==> config.mk <==
export PLATFORM = sky130hd
export DESIGN_NAME = image_datagram_packetizer
export DESIGN_NICKNAME = d
export VERILOG_FILES = /design/src/sv/idp_pkg.sv /design/src/sv/image_datagram_packetizer.sv
export SDC_FILE = /design/constraint.sdc
export NUM_CORES = 1
export LEC_CHECK = 0
export ABC_CLOCK_PERIOD_IN_PS = 8100
export BUFFER_PORTS_ARGS = -buffer_cell sky130_fd_sc_hd__clkbuf_2
export CORE_MARGIN = 2
export CORE_UTILIZATION = 35
export DETAILED_ROUTE_END_ITERATION = 8
export GPL_TIMING_DRIVEN = 0
export PLACE_DENSITY_LB_ADDON = 0.15
export SLEW_MARGIN = 5
export SYNTH_ARGS = -nofsm -noshare
export SYNTH_HDL_FRONTEND = slang
export SYNTH_SLANG_ARGS = --single-unit
==> constraint.sdc <==
create_clock -name clk -period 8.1 [get_ports clk]
set_input_delay 0 -clock clk [delete_from_list [all_inputs] [get_ports clk]]
set_output_delay 0 -clock clk [all_outputs]
set_load 0.02 [all_outputs]
==> src/sv/idp_pkg.sv <==
// ----------------------------------------------------------------------------
// Image datagram packetizer package
// Shared types and constants: item modes, result kinds, chunk size and the
// reciprocal used to turn a microsecond age into milliseconds.
// ----------------------------------------------------------------------------
package idp_pkg;

	// Payload bytes per datagram; must stay within 1..2047.
	localparam int unsigned CHUNK_SIZE = 1400;

	// Age in microseconds at and above which the millisecond age saturates.
	localparam logic [47:0] AGE_SAT_US = 48'd65536000;

	// ceil(2^36 / 1000); exact floor division for every value below 2^26.
	localparam logic [26:0] AGE_RECIP = 27'd68719477;
	localparam int unsigned AGE_SHIFT = 36;

	typedef enum logic [1:0] {
		MODE_START = 2'd0,
		MODE_DATA  = 2'd1,
		MODE_END   = 2'd2,
		MODE_ABORT = 2'd3
	} mode_t;

	typedef enum logic [1:0] {
		KIND_PAYLOAD  = 2'd0,
		KIND_DATA_HDR = 2'd1,
		KIND_END_HDR  = 2'd2
	} kind_t;

	// Configuration register indexes.
	localparam logic CFG_SESSION_TAG = 1'b0;
	localparam logic CFG_NODE_ID     = 1'b1;

	// The per-result fields that differ between the two results of one request.
	typedef struct packed {
		kind_t       kind;
		logic [7:0]  data;
		logic [31:0] offset;
		logic [10:0] plen;
	} res_t;

endpackage

==> src/sv/image_datagram_packetizer.sv <==
// ----------------------------------------------------------------------------
// Image datagram packetizer
// Cuts a compressed image byte stream into fixed-size datagram payloads and
// emits data headers after each chunk and an end header at frame close.
// ----------------------------------------------------------------------------
// A request accepted at an edge loads stage s1; its first result shows once it
// moves on into the result stage s2, behind the age multiply.
// Throughput: one request per cycle; a two-result request holds the result stage
// until both results are taken, the only input stall besides output back-pressure.
// Reset (arst_n low, asynchronous) clears all frame state and counters, empties
// the pipeline and sets the session tag to 1 and node_id to 0.
module image_datagram_packetizer
	import idp_pkg::*;
(
	input  logic        clk,
	input  logic        arst_n,

	// Configuration write channel.
	input  logic        cfg_valid,
	output logic        cfg_ready,
	input  logic        cfg_index,
	input  logic [7:0]  cfg_data,

	// Input request channel.
	input  logic        in_valid,
	output logic        in_stall,
	input  logic [1:0]  mode,
	input  logic [7:0]  byte_value,
	input  logic [15:0] image_width,
	input  logic [15:0] image_height,
	input  logic [47:0] capture_time_us,
	input  logic [47:0] now_us,

	// Result channel.
	output logic        out_valid,
	input  logic        out_stall,
	output logic [1:0]  kind,
	output logic [7:0]  out_byte,
	output logic [31:0] frame_number,
	output logic [31:0] chunk_offset,
	output logic [31:0] total_size,
	output logic [10:0] payload_length,
	output logic [15:0] age_ms,
	output logic [15:0] dropped_frames,
	output logic [15:0] out_width,
	output logic [15:0] out_height,
	output logic        last
);

	// Configuration registers. They belong to the wire header and are held
	// here for the framing logic downstream; no result field carries them.
	logic [7:0] session_tag_q;
	logic [7:0] node_id_q;

	// Frame state.
	logic [10:0] fill_q;
	logic [31:0] offset_q;
	logic [31:0] frame_q;
	logic [15:0] drop_q;
	logic        open_q;
	logic [47:0] capture_q;
	logic [15:0] width_q;
	logic [15:0] height_q;

	// Next-state values and results of the request being accepted.
	logic [10:0] fill_d;
	logic [31:0] offset_d;
	logic [31:0] frame_d;
	logic [15:0] drop_d;
	logic        open_d;
	logic [1:0]  nres;
	res_t        r0;
	res_t        r1;

	logic [10:0] fill_inc;
	logic [31:0] offset_sum;
	logic [48:0] age_diff;

	// Stage 1: results of the accepted request plus the raw age difference.
	logic        valid_s1;
	logic        two_s1;
	res_t        r0_s1;
	res_t        r1_s1;
	logic [31:0] frame_s1;
	logic [15:0] drop_s1;
	logic [15:0] width_s1;
	logic [15:0] height_s1;
	logic [47:0] diff_s1;
	logic        neg_s1;

	// Stage 2: the result register, which may hold two results.
	logic        valid_s2;
	logic        two_s2;
	logic        ptr_s2;
	res_t        r0_s2;
	res_t        r1_s2;
	logic [31:0] frame_s2;
	logic [15:0] drop_s2;
	logic [15:0] width_s2;
	logic [15:0] height_s2;
	logic [15:0] age_s2;

	logic [52:0] age_prod;
	logic        accept;
	logic        out_take;
	logic        done_s2;
	logic        adv_s2;
	logic        adv_s1;
	res_t        cur;

	// The configuration port never pushes back.
	assign cfg_ready = 1'b1;

	always_ff @(posedge clk or negedge arst_n) begin
		if (!arst_n) begin
			session_tag_q <= 8'd1;
			node_id_q     <= 8'd0;
		end else if (cfg_valid && cfg_ready) begin
			unique case (cfg_index)
				CFG_SESSION_TAG: session_tag_q <= cfg_data;
				CFG_NODE_ID:     node_id_q     <= cfg_data;
				default:         ;
			endcase
		end
	end

	// Handshake. The result register frees when its last result is taken;
	// stage 1 moves whenever stage 2 can take it, so a request is accepted
	// even while a finished result still waits at the output.
	assign out_take = valid_s2 && !out_stall;
	assign done_s2  = out_take && (ptr_s2 || !two_s2);
	assign adv_s2   = !valid_s2 || done_s2;
	assign adv_s1   = !valid_s1 || adv_s2;
	assign in_stall = !adv_s1;
	assign accept   = in_valid && !in_stall;

	assign fill_inc   = fill_q + 11'd1;
	assign offset_sum = offset_q + {21'd0, fill_q};
	// Bit 48 is the borrow: the current time lies before the capture time.
	assign age_diff   = {1'b0, now_us} - {1'b0, capture_q};

	// Frame control: results of this request and the state it leaves.
	always_comb begin
		fill_d   = fill_q;
		offset_d = offset_q;
		frame_d  = frame_q;
		drop_d   = drop_q;
		open_d   = open_q;
		nres     = 2'd0;
		r0       = '{kind: KIND_PAYLOAD, data: 8'd0, offset: 32'd0, plen: 11'd0};
		r1       = r0;
		unique case (mode_t'(mode))
			MODE_START: begin
				// A start while a frame is open drops that frame.
				if (open_q) begin
					drop_d = drop_q + 16'd1;
				end
				frame_d  = frame_q + 32'd1;
				fill_d   = 11'd0;
				offset_d = 32'd0;
				open_d   = 1'b1;
			end
			MODE_DATA: begin
				if (open_q) begin
					nres    = 2'd1;
					r0.data = byte_value;
					fill_d  = fill_inc;
					// A full chunk is closed by a data header right after
					// its last byte.
					if (fill_inc >= CHUNK_SIZE[10:0]) begin
						nres      = 2'd2;
						r1.kind   = KIND_DATA_HDR;
						r1.offset = offset_q;
						r1.plen   = fill_inc;
						fill_d    = 11'd0;
						offset_d  = offset_q + {21'd0, fill_inc};
					end
				end
			end
			MODE_END: begin
				if (open_q) begin
					open_d = 1'b0;
					if (offset_q == 32'd0 && fill_q == 11'd0) begin
						// An empty frame counts as dropped and sends nothing.
						drop_d = drop_q + 16'd1;
					end else if (fill_q != 11'd0) begin
						// Flush the partial chunk, then the end header.
						nres      = 2'd2;
						r0.kind   = KIND_DATA_HDR;
						r0.offset = offset_q;
						r0.plen   = fill_q;
						r1.kind   = KIND_END_HDR;
						r1.offset = offset_sum;
						fill_d    = 11'd0;
						offset_d  = offset_sum;
					end else begin
						nres      = 2'd1;
						r0.kind   = KIND_END_HDR;
						r0.offset = offset_q;
					end
				end
			end
			MODE_ABORT: begin
				if (open_q) begin
					drop_d = drop_q + 16'd1;
					open_d = 1'b0;
				end
			end
			default: ;
		endcase
	end

	always_ff @(posedge clk or negedge arst_n) begin
		if (!arst_n) begin
			fill_q    <= '0;
			offset_q  <= '0;
			frame_q   <= '0;
			drop_q    <= '0;
			open_q    <= 1'b0;
			capture_q <= '0;
			width_q   <= '0;
			height_q  <= '0;
		end else if (accept) begin
			fill_q   <= fill_d;
			offset_q <= offset_d;
			frame_q  <= frame_d;
			drop_q   <= drop_d;
			open_q   <= open_d;
			if (mode_t'(mode) == MODE_START) begin
				capture_q <= capture_time_us;
				width_q   <= image_width;
				height_q  <= image_height;
			end
		end
	end

	// Stage 1 register. Requests without results leave no bubble behind.
	always_ff @(posedge clk or negedge arst_n) begin
		if (!arst_n) begin
			valid_s1 <= 1'b0;
		end else if (adv_s1) begin
			valid_s1 <= accept && (nres != 2'd0);
		end
	end

	always_ff @(posedge clk) begin
		if (accept) begin
			two_s1    <= (nres == 2'd2);
			r0_s1     <= r0;
			r1_s1     <= r1;
			frame_s1  <= frame_q;
			drop_s1   <= drop_q;
			width_s1  <= width_q;
			height_s1 <= height_q;
			diff_s1   <= age_diff[47:0];
			neg_s1    <= age_diff[48];
		end
	end

	// Milliseconds by reciprocal multiply; only differences below the
	// saturation point need the quotient, and those fit in 26 bits.
	assign age_prod = 53'(diff_s1[25:0]) * 53'(AGE_RECIP);

	// Stage 2: result register with a pointer to the result on show.
	always_ff @(posedge clk or negedge arst_n) begin
		if (!arst_n) begin
			valid_s2 <= 1'b0;
			ptr_s2   <= 1'b0;
		end else if (adv_s2) begin
			valid_s2 <= valid_s1;
			ptr_s2   <= 1'b0;
		end else if (out_take) begin
			ptr_s2 <= 1'b1;
		end
	end

	always_ff @(posedge clk) begin
		if (adv_s2 && valid_s1) begin
			two_s2    <= two_s1;
			r0_s2     <= r0_s1;
			r1_s2     <= r1_s1;
			frame_s2  <= frame_s1;
			drop_s2   <= drop_s1;
			width_s2  <= width_s1;
			height_s2 <= height_s1;
			if (neg_s1) begin
				age_s2 <= 16'd0;
			end else if (diff_s1 >= AGE_SAT_US) begin
				age_s2 <= 16'hFFFF;
			end else begin
				age_s2 <= age_prod[AGE_SHIFT+15:AGE_SHIFT];
			end
		end
	end

	// Output selection.
	assign cur            = ptr_s2 ? r1_s2 : r0_s2;
	assign out_valid      = valid_s2;
	assign kind           = cur.kind;
	assign out_byte       = cur.data;
	assign frame_number   = frame_s2;
	assign chunk_offset   = cur.offset;
	assign total_size     = (cur.kind == KIND_END_HDR) ? cur.offset : 32'd0;
	assign payload_length = cur.plen;
	assign age_ms         = (cur.kind == KIND_PAYLOAD) ? 16'd0 : age_s2;
	assign dropped_frames = drop_s2;
	assign out_width      = width_s2;
	assign out_height     = height_s2;
	assign last           = ptr_s2 || !two_s2;

	// The second result is only ever shown for a two-result request.
	assert property (@(posedge clk) disable iff (!arst_n)
		(valid_s2 && ptr_s2) |-> two_s2)
		else $error("second result shown for a single-result request");

	// A chunk is closed as soon as it fills, so the fill never reaches it.
	assert property (@(posedge clk) disable iff (!arst_n)
		fill_q < CHUNK_SIZE[10:0])
		else $error("fill count reached the chunk size");

	// The end header always closes the results of its request.
	assert property (@(posedge clk) disable iff (!arst_n)
		(out_valid && cur.kind == KIND_END_HDR) |-> last)
		else $error("end header not marked last");

	// With the pipeline empty, no request is ever held off.
	assert property (@(posedge clk) disable iff (!arst_n)
		(!valid_s1 && !valid_s2) |-> !in_stall)
		else $error("input stalled with an empty pipeline");

	// A configuration write lands in the addressed register.
	assert property (@(posedge clk) disable iff (!arst_n)
		(cfg_valid && cfg_ready) |=>
		(($past(cfg_index) == CFG_SESSION_TAG && session_tag_q == $past(cfg_data)) ||
		 ($past(cfg_index) == CFG_NODE_ID && node_id_q == $past(cfg_data))))
		else $error("configuration write lost");

endmodule

==> impl_metrics.py <==
metrics = {
    "grt": {
        "antenna_found_initial": 7,
        "grt_max_degree": 89,
        "overflow": 0,
        "grt_pass1_wl_microns": 157700,
        "grt_use_total_pct": 19.23,
        "grt_pass1_vias": 26120,
    },
    "placement": {
        "place_congestion": 0.8941,
        "hpwl_microns": 79840,
        "io_buffers": 325,
        "pre_cts_ws_ns": -0.05299,
    },
    "sta": {
        "worst_pin_slew_ns": 1.314,
        "rsz0062_at_grt": "false",
        "skew_ns": 0.06129,
        "fin_crit_ns": 7.627,
        "setup_ws_ns": 0.4726,
        "report.final.setup_viol": 0,
        "period_share_pct": 94.17,
        "max_freq_mhz": 131.1,
        "max_slew_margin_pct": 9.891,
        "final-hold-violation-count": 0,
        "drv_slew": 0,
    },
    "critical_path": {
        "reg2reg_from": "diff_s1[24]",
        "regToRegSetupSlack_ns": 0.47,
        "crit_fanout": 10,
        "worstPathRequired_ns": 8.54,
        "critPathCaptureType": "flop",
        "startpoint": "diff_s1[24]",
        "critPathArrivalTime_ns": 8.07,
        "path_class": "reg -> reg",
        "start_kind": "flop",
    },
    "drt": {
        "drc": 0,
        "drt-total-wl_microns": 104200,
        "drtIter0Drc": 1446,
        "drtAntennaViolNets": 0,
        "via_count": 25430,
        "wl_per_cell_microns": 20.06,
        "dr.pass1.iters": 8,
        "viasPerCell": 4.895,
    },
    "job": {
        "drv_cap": 0,
    },
    "yosys": {
        "synth_top_family_by_area": "adder cells",
        "syn_avg_cell_area_sq_um": 11.58,
        "synth.distinct_cells": 93,
        "synth_compound_area_share_pct": 9.658,
        "synth_top_area_share_pct": 34.19,
        "synth-xor-area-share_pct": 3.112,
        "synthSimpleGateAreaFrac_pct": 9.092,
        "synth_edf_count": 423,
        "synth_fa_ha_area_share_pct": 23.50,
        "ys_top_cells_by_area": "edfxtp_1 34%, ha_1 12%, dfrtp_1 12%",
        "syn_area_sq_um": 37160,
        "synth_top_area_cell": "edfxtp_1",
        "yosysWarnings": 0,
        "postSynthCellCount": 3208,
        "synth_flop_cell": "edfxtp_1",
        "syn_nets": 3929,
        "postSynth.asyncResetShare_pct": 29.26,
        "seq_area_frac_synth_pct": 45.97,
        "muxShareOfSynthArea_pct": 2.502,
        "synth-seq-cells": 598,
    },
    "floorplanning": {
        "ios": 337,
        "die_area_sq_um": 108800,
        "initial_core_util_pct": 35.30,
        "num_rows": 119,
        "die_h_microns": 329.8,
        "die_w_microns": 329.8,
        "core-area_sq_um": 105300,
    },
    "cts": {
        "path_clk_slew_ns": 0.06,
        "cts_buffers": 71,
        "cts_tree": "built",
        "clk_latency_ns": 0.66,
        "postCtsSetupBuffers": 0,
        "cts.path.max_buffers": 3,
        "cts.sinks": 598,
        "htree_levels": 3,
        "root_buffer": "clkbuf_16",
    },
    "min_path": {
        "min_from": "now_us[13]",
        "hold_path.class": "in -> reg",
    },
    "layout": {
        "mostFrequentLayoutCell": "inv_1",
        "regArea_sq_um": 17080,
        "final_core_util_pct": 42.22,
        "area_growth_pct": 19.62,
        "final_cell_mix": "487 x inv_1, 423 x edfxtp_1, 354 x ha_1, 324 x clkbuf_2, 215 x fa_1",
        "fillerInstances": 10050,
        "nets": 4464,
        "multi_input_area_sq_um": 17820,
        "drive_above_1_share_pct": 15.52,
    },
    "outcome": {
        "status": "complete, no violations",
    },
}
[state kept, by name, summed over array words and instances, names as in the netlist, 11 cells and up]
signal          cells
age_s2             16
capture_q          48
diff_s1            48
drop_q             16
drop_s1            16
dropped_frames     16
fill_q             11
frame_number       32
frame_q            32
frame_s1           32
height_q           16
height_s1          16
offset_q           32
out_height         16
out_width          16
r0_s1              53
r0_s2              53
r1_s1              45
r1_s2              45
width_q            16
width_s1           16
[cells by family after synthesis]
group                      count (synthesis)
and+or+nand+nor                          668
DFF                                      598
buffers and inverters                    598
adders and majority gates                569
AOI/OAI and AO/OA                        559
xor gates and xnor gates                 132
muxes                                     83
other                                      1
[cell usage after synthesis (5+ instances only)]
cell type,n
or2_2,8
xnor2_1,80
and4_1,9
a211oi_1,13
inv_1,488
and2_1,63
nor3_1,37
o22ai_1,9
o21ai_1,8
a21oi_1,144
o21a_1,19
edfxtp_1,423
ha_1,354
clkbuf_1,77
buf_2,23
dfrtp_1,175
nand4_1,35
o31ai_1,35
nand2_1,199
and3_1,73
xor2_1,52
mux2_2,79
a221oi_1,7
o211ai_1,9
o21bai_1,14
nor4_1,17
nor2_1,107
nand3_1,58
nor2b_1,23
a31oi_1,23
a22o_1,11
a21o_1,53
o21ai_0,148
fa_1,215
buf_1,5
nand2b_1,13
[cell type report]
class	count	area share (%)
Antenna cell	1	0.005630
Timing Repair Buffer	462	7.041
Clock inverter	43	1.165
Multi-Input combinational cell	2012	40.09
Clock buffer	89	4.195
Sequential cell	598	38.43
Tap cell	1391	3.916
Inverter	490	4.155
Buffer	108	1.002
[worst max-delay path, stage by stage (launching register included)]
cell	delay, ns
edfxtp_1	0.63
fa_1	0.61
inv_1	0.05
fa_1	0.49
fa_1	0.55
inv_1	0.05
fa_1	0.52
fa_1	0.56
inv_1	0.06
fa_1	0.53
fa_1	0.57
inv_1	0.05
ha_1	0.48
nand2_1	0.29
nor2_1	0.38
o2111ai_1	0.18
o22ai_1	0.27
o211ai_1	0.23
nand3_1	0.21
a31oi_1	0.20
mux2i_1	0.16
a2111oi_1	0.33
[stage by stage]
stage	cell area (sq um)	hold WS [ns]	TNS, ns	std cells
global placement	40520	0.2061	-418.78	4924
finish	44450	0.04056	0	5194
detailed placement	40730	-0.1183	-0.05299	4931
floorplan	37160	-0.2956	0	3208
CTS	44420	0.002186	0	5193
global route	44440	0.03757	0	5193
[routing by layer]
metal  GRT usage, %  wire (microns)  up-vias
li1               -               -    12170
met1          26.11           47000    12420
met2          30.12           46870      673
met3          5.201            7462      154
met4          5.563            2780       10
met5              0              74        -
[worst paths after layout]
path,to,depth (start not counted)
hold reg to reg,out_width[8],0
hold / removal,diff_s1[13],3
setup reg to reg,age_s2[14],21
min in group asynchronous,capture_q[33],4
max in group asynchronous,capture_q[2],4
setup / recovery,age_s2[14],21
[what timing repair did]
action / in CTS / in global routing
endpoints found under the setup margin: 3 / 6
resized for setup: 1 / 3
endpoints found under the hold margin: 239 / 0
hold buffers: 130 / 0
Power is left out: the tool's default activity adds up to more than one toggle a clock period on the data nets, which glitch-free logic cannot reach.
